<file path="config.mk">
export PLATFORM = sky130hd
export DESIGN_NAME = cuwa_divider
export DESIGN_NICKNAME = d
export VERILOG_FILES = /design/src/rtl/core/cuwa_divider.sv
export SDC_FILE = /design/constraint.sdc
export NUM_CORES = 1
export LEC_CHECK = 0
export BUFFER_PORTS_ARGS = -buffer_cell sky130_fd_sc_hd__buf_2
export CORE_UTILIZATION = 54
export DETAILED_ROUTE_END_ITERATION = 8
export MAX_ROUTING_LAYER = met4
export PLACE_DENSITY = 0.8
export RECOVER_POWER = 50
export SETUP_SLACK_MARGIN = 0.3
export SYNTH_ARGS = -nofsm -noshare
export SYNTH_HDL_FRONTEND = slang
export SYNTH_SLANG_ARGS = --single-unit
</file>
<file path="constraint.sdc">
create_clock -name clk -period 3.1 [get_ports clk]
set_input_delay 0.465 -clock clk [delete_from_list [all_inputs] [get_ports clk]]
set_output_delay 0.465 -clock clk [all_outputs]
set_load 0.01 [all_outputs]
</file>
<file path="src/rtl/core/cuwa_divider.sv">
// iterative restoring divider, one quotient bit per cycle
module cuwa_divider #(
  parameter int DIVD_W = 27,
  parameter int DIV_W  = 13
) (
  input  logic              clk,
  input  logic              rst_n,
  input  logic              start,
  input  logic [DIVD_W-1:0] dividend,
  input  logic [DIV_W-1:0]  divisor,
  output logic              done,
  output logic [DIVD_W-1:0] quotient
);

  localparam int CNT_W = $clog2(DIVD_W + 1);

  logic              busy_r;
  logic              done_r;
  logic [CNT_W-1:0]  cnt_r;
  logic [DIV_W-1:0]  rem_r;
  logic [DIV_W-1:0]  rem_nxt;
  logic [DIVD_W-1:0] quo_r;
  logic [DIV_W-1:0]  dsr_r;
  logic [DIV_W:0]    trial;
  logic              bit_nxt;

  always_comb begin
    trial   = {rem_r, quo_r[DIVD_W-1]};
    bit_nxt = (trial >= {1'b0, dsr_r});
    rem_nxt = bit_nxt ? DIV_W'(trial - {1'b0, dsr_r}) : DIV_W'(trial);
  end

  always_ff @(posedge clk) begin
    if (!rst_n) begin
      busy_r <= 1'b0;
      done_r <= 1'b0;
      cnt_r  <= '0;
    end else begin
      done_r <= 1'b0;
      if (start) begin
        busy_r <= 1'b1;
        cnt_r  <= CNT_W'(DIVD_W);
        rem_r  <= '0;
        quo_r  <= dividend;
        dsr_r  <= divisor;
      end else if (busy_r) begin
        rem_r <= rem_nxt;
        quo_r <= {quo_r[DIVD_W-2:0], bit_nxt};
        cnt_r <= cnt_r - 1'b1;
        if (cnt_r == CNT_W'(1)) begin
          busy_r <= 1'b0;
          done_r <= 1'b1;
        end
      end
    end
  end

  assign done     = done_r;
  assign quotient = quo_r;

endmodule

</file>
* After elaboration in Yosys (flattened, before gate mapping)
Index checks and enable logic that the tools add are counted.
Widths: inputs -> output; s select.
** Word-level totals
- Flip-flop bits (word level) :: 60
- Input port bits :: 43
- Output and inout bits :: 28
- Logic and storage cells :: 28
** Operators by class
- Add/subtract/negate cells :: 2
- $lt $le $gt $ge :: 1
- Eq/ne operators :: 1
- Multiplexer cells :: 10
- Bitwise gates (word level) :: 2
- Reduce and logical (&&, ||, !) cells :: 5
** Operators by type and width (count)
- $mux 27 :: 2
- $mux 13 :: 2
- $ge 14x13->1 :: 1
- $sub 13x13->13 :: 1
- $mux 5 :: 2
- $eq 5x1->1 const B :: 1
- $sub 5x1->5 const B :: 1
- $mux 1 :: 4
- $reduce_and 2->1 :: 2
- $reduce_or 3->1 :: 1
- $not 1->1 :: 2
- $reduce_bool 2->1 :: 1
- $reduce_or 2->1 :: 1

* Longest topological paths before layout
- Depth after elaboration :: 4
- Depth in mapped cells :: 11
- Mapped depth without buffers :: 10

* Worst setup path after synthesis
Ideal clock, no wire load.
- Path kind :: reg-to-reg
- From :: register quo_r[26] (netlist: quotient[26])
- To :: register quo_r[0] (netlist: quotient[0]) (data pin)
- Library setup time :: 0.260 ns
- Arrival time :: 2.362 ns
- Data required time :: 2.840 ns
- Slack :: 0.478 ns
- Cell stages (with the launch flop) :: 11
- Clock period less this slack :: 2.622 ns
- Path through :: edfxtp_1 -> inv_1 -> ha_1 -> inv_1 -> fa_1 -> a21oi_1 -> o211ai_2 -> a211oi_2 -> o21ai_4 -> buf_6 -> mux2_2
** Between the ends
- Longest elaborated chain between the ends :: 3
** Ends and longest elaborated chain
- from (decl) :: line 22 : logic [DIVD_W-1:0] quo_r;
- from (signal assigned) :: line 44 : quo_r <= dividend;
- from (signal assigned) :: line 48 : quo_r <= {quo_r[DIVD_W-2:0], bit_nxt};
- $ge 14x13->1 :: line 29 : bit_nxt = (trial >= {1'b0, dsr_r});
- $mux 27 :: line 46 : end else if (busy_r) begin
- $mux 27 :: line 40 : if (start) begin
No other way between the ends. The select of a mux whose other input is x is not followed.
A chain may end at the register's enable or synchronous reset.

* Worst setup path in the final report
- From :: register quo_r[26] (netlist: quotient[26])
- To :: register rem_r[3] (data pin)
** Between the ends
- Longest elaborated chain between the ends :: 3
** Ends and longest elaborated chain
- $sub 13x13->13 or $ge 14x13->1 (tied branches) :: line 30, 29
- $mux 13 * :: line 30 : rem_nxt = bit_nxt ? DIV_W'(trial - {1'b0, dsr_r}) : DIV_W'(trial);
- $mux 13 * :: line 46
- to (signal assigned) :: line 47 : rem_r <= rem_nxt;
- to (decl) :: line 20 : logic [DIV_W-1:0] rem_r;
Mark *: on every way between the ends. The rest lies on a longest branch, timed or not. The select of a mux whose other input is x is not followed.

==> flow_summary_export.csv <==
group,metric,value,unit
run_status,status,"complete, no violations",
cells_and_area,utilization,67.2,%
sta,rsz0062_at_grt,"no",
floorplanning,die_y,77.3,µm
clocking,cts_hold_buf,0,
synth,synth_area,3060,µm²
synth,ys.warnings.count,0,
routing,wire_per_inst,15.3,µm
worst_setup_path,path_class,"reg -> reg",
clocking,numCtsBuffers,9,
pwr,power_frac_seq,46.7,%
worst_setup_path,end_kind,"flip-flop",
grt,grt_max_degree,34,
synth,syn_area_per_cell,13.1,µm²
synth,synthDistinctLibCells,43,
synth,syn_inst,234,
synth,yosysSeqAreaShare,56.6,%
routing,drtIter0Drc,107,
worst_setup_path,cpMostUsedCell,"inv_1",
sta,slew_violations,0,
sta,layout_min_cycle_time,2.64,ns
placement,gp_congestion,0.834,
placement,io_buffers,70,
pwr,ir_drop,0.339,mV
clocking,cts_tree,"built",
min_path,hold_path_class,"in -> reg",
routing,dr.pass1.iters,4,
pwr,p_int,1.53,mW
clocking,cts_max_level,3,
grt,globalRouteTotalUtil,21.1,%
synth,syn_nets,293,
worst_setup_path,path_cells,"inv_1 > ha_1 > inv_1 > fa_1 > a21oi_2 > o211ai_2 > a211oi_4 > o21ai_2 > mux2i_1 > nor2_1",
pwr,power_switching,609,µW
worst_setup_path,startpoint_type,"flip-flop",
sta,period_share,85.2,%
pwr,power_density,582,nW/µm²
clocking,clk_pin_slew_worst_paths,0.07,ns
placement,dpl.hpwl,4050,µm
pwr,p_leak,1.48,nW
cells_and_area,drive_above_1_share,29.7,%
floorplanning,dieWidth,77.3,µm
worst_setup_path,crit_path_top_delay_cell,"fa_1",
grt,grt_pass1_vias,2058,
cells_and_area,layout_commonest_cell,"edfxtp_1",
cells_and_area,diodes,0,
cells_and_area,syn2layout_area_growth,20.1,%
sta,setup_viol,0,
pwr,comb_power_share,21.1,%
cells_and_area,final_nets,370,
cells_and_area,final_cell_mix,"edfxtp_1 (53), buf_2 (41), clkbuf_1 (30), mux2_2 (27), inv_1 (22)",
pwr,clkPwrFrac,32.2,%
floorplanning,rows,27,
routing,drt-total-wl,5930,µm
floorplanning,core_area,5470,µm²
worst_setup_path,crit_fanout,9,
floorplanning,initial_core_util,55.9,%
worst_setup_path,cpPeakStageDelay,0.41,ns
grt,antenna_found_initial,0,
worst_setup_path,arrival,2.70,ns
routing,vias,2119,
synth,ys_ff_latch,60,
clocking,clkSinkCount,60,
floorplanning,ios,71,
routing,vias_per_cell,5.46,
job,maxCapViolCount,0,
routing,drc_errors,0,
sta,hold_viol,0,
sta,tightest_slew,1.00,ns
sta,finClkSkew,0.00904,ns
clocking,cts.root.buffer_cell,"clkbuf_8",
clocking,clock_path_buffers,2,
clocking,cts.repair.resized,0,
sta,max_freq,0.379,GHz
floorplanning,die_area,5980,µm²
sta,fin_tns_setup,0,ns
sta,slew_headroom,33.4,%
grt,grt_pass1_wl,9260,µm
pwr,swShare,28.4,%
clocking,post_cts_buffers,0,
worst_setup_path,rrSetupSlack,0.46,ns
grt,gr-total-overflow,0,
routing,drtAntennaViolNets,0,
clocking,insertion_delay,0.34,ns
worst_setup_path,required,3.16,ns
==> cells in the mapped netlist <==
cell / number / share of area (%)
a21o_1: 3 / 0.74
o21ai_1: 1 / 0.16
buf_1: 2 / 0.25
clkbuf_1: 3 / 0.37
a41o_1: 1 / 0.33
nand4_1: 1 / 0.20
nand3_1: 3 / 0.49
edfxtp_1: 53 / 52
o21a_1: 5 / 1.2
o21ai_4: 1 / 0.53
nand3_2: 1 / 0.33
a221oi_1: 1 / 0.29
buf_2: 1 / 0.16
nor3_1: 4 / 0.65
nor3b_1: 2 / 0.49
and4b_1: 1 / 0.33
inv_1: 22 / 2.7
a21oi_1: 12 / 2.0
mux2_2: 27 / 9.9
a22oi_1: 1 / 0.25
o211ai_2: 1 / 0.41
nand2_1: 6 / 0.74
xnor2_1: 7 / 2.0
o21ai_0: 4 / 0.65
nor4b_1: 2 / 0.57
o21bai_1: 1 / 0.25
a211oi_1: 2 / 0.49
ha_1: 15 / 6.1
a211oi_2: 3 / 1.2
nand2b_1: 4 / 0.82
or3_1: 1 / 0.20
a21boi_0: 1 / 0.25
o211ai_1: 1 / 0.25
buf_6: 1 / 0.37
a2111oi_0: 1 / 0.29
nor2_1: 12 / 1.5
mux2i_1: 6 / 2.0
xor2_1: 7 / 2.0
fa_1: 1 / 0.65
o22ai_1: 3 / 0.61
a31oi_1: 2 / 0.41
a221o_1: 1 / 0.33
dfxtp_1: 7 / 4.6
==> metrics by stage <==
stage	instances	hold slack, ns	worst slack (ns)	total power [mW]	cell area, µm²
finish	388	0.300	0.458	2.14	3680
global route	388	0.283	0.304	2.23	3680
CTS	387	0.286	0.363	2.14	3690
detailed placement	371	0.560	0.428	1.45	3490
global placement	371	0.550	0.510	1.44	3490
floorplan	234	0.552	0.478	1.33	3060
==> kinds of logic after synthesis <==
group	after synthesis	share of synthesized area [%]
xor+xnor	14	4.00
mux	33	11.9
simple gates	37	6.29
compound gates	45	10.6
fa+ha+maj	16	6.78
buf+inv	29	3.84
flops	60	56.6
==> critical path: cells and delay by family (launching register included) <==
kind / cells / cell delay, ns
flops: 1 / 0.40
buf+inv: 2 / 0.13
mux: 1 / 0.23
simple gates: 1 / 0.05
fa+ha+maj: 2 / 0.56
compound gates: 4 / 0.97
==> final timing paths <==
check / from / endpoint / depth (start not counted)
hold / removal: divisor[1] / dsr_r[1]$_DFFE_PP_ / 1
setup reg to reg: quotient[26]$_DFFE_PP_ / rem_r[3]$_SDFFCE_PP0P_ / 10
hold reg to reg: quotient[24]$_DFFE_PP_ / quotient[25]$_DFFE_PP_ / 1
setup / recovery: quotient[26]$_DFFE_PP_ / rem_r[3]$_SDFFCE_PP0P_ / 10
==> sequential cells by signal, indices dropped and copies added, names as in the netlist <==
register  count
quotient     27
done          1
rem_r        13
dsr_r        13
cnt_r         5
busy_r        1
==> metal layers <==
metal	share of wire, %	up-vias	routed length [µm]	global-route usage (%)
met5	0	-	0	-
met3	7.0	11	417	5.48
met4	1.4	0	83	8.68
met2	48	73	2860	33.0
met1	43	1006	2570	26.0
li1	-	1029	-	-
==> area by class of cell <==
| type | count | area [µm²] |
|---|---|---|
| clock buffer | 10 | 128 |
| clock inverter | 6 | 65.1 |
| fill | 429 | 1790 |
| inverter | 22 | 82.6 |
| multi-input combinational | 146 | 1240 |
| sequential | 60 | 1730 |
| tap | 72 | 90.1 |
| timing repair buffer | 72 | 342 |
==> power groups by stage <==
stage | Sequential, mW | Clock, mW | Combinational (mW)
6_report | 0.999 | 0.690 | 0.452
5_1_grt | 1.01 | 0.731 | 0.497
4_1_cts | 0.998 | 0.701 | 0.441
3_5_place_dp | 1.01 | 0 | 0.435
3_3_place_gp | 1.01 | 0 | 0.423
2_1_floorplan | 1.02 | 0 | 0.314
(Power assumes the default switching activity.)
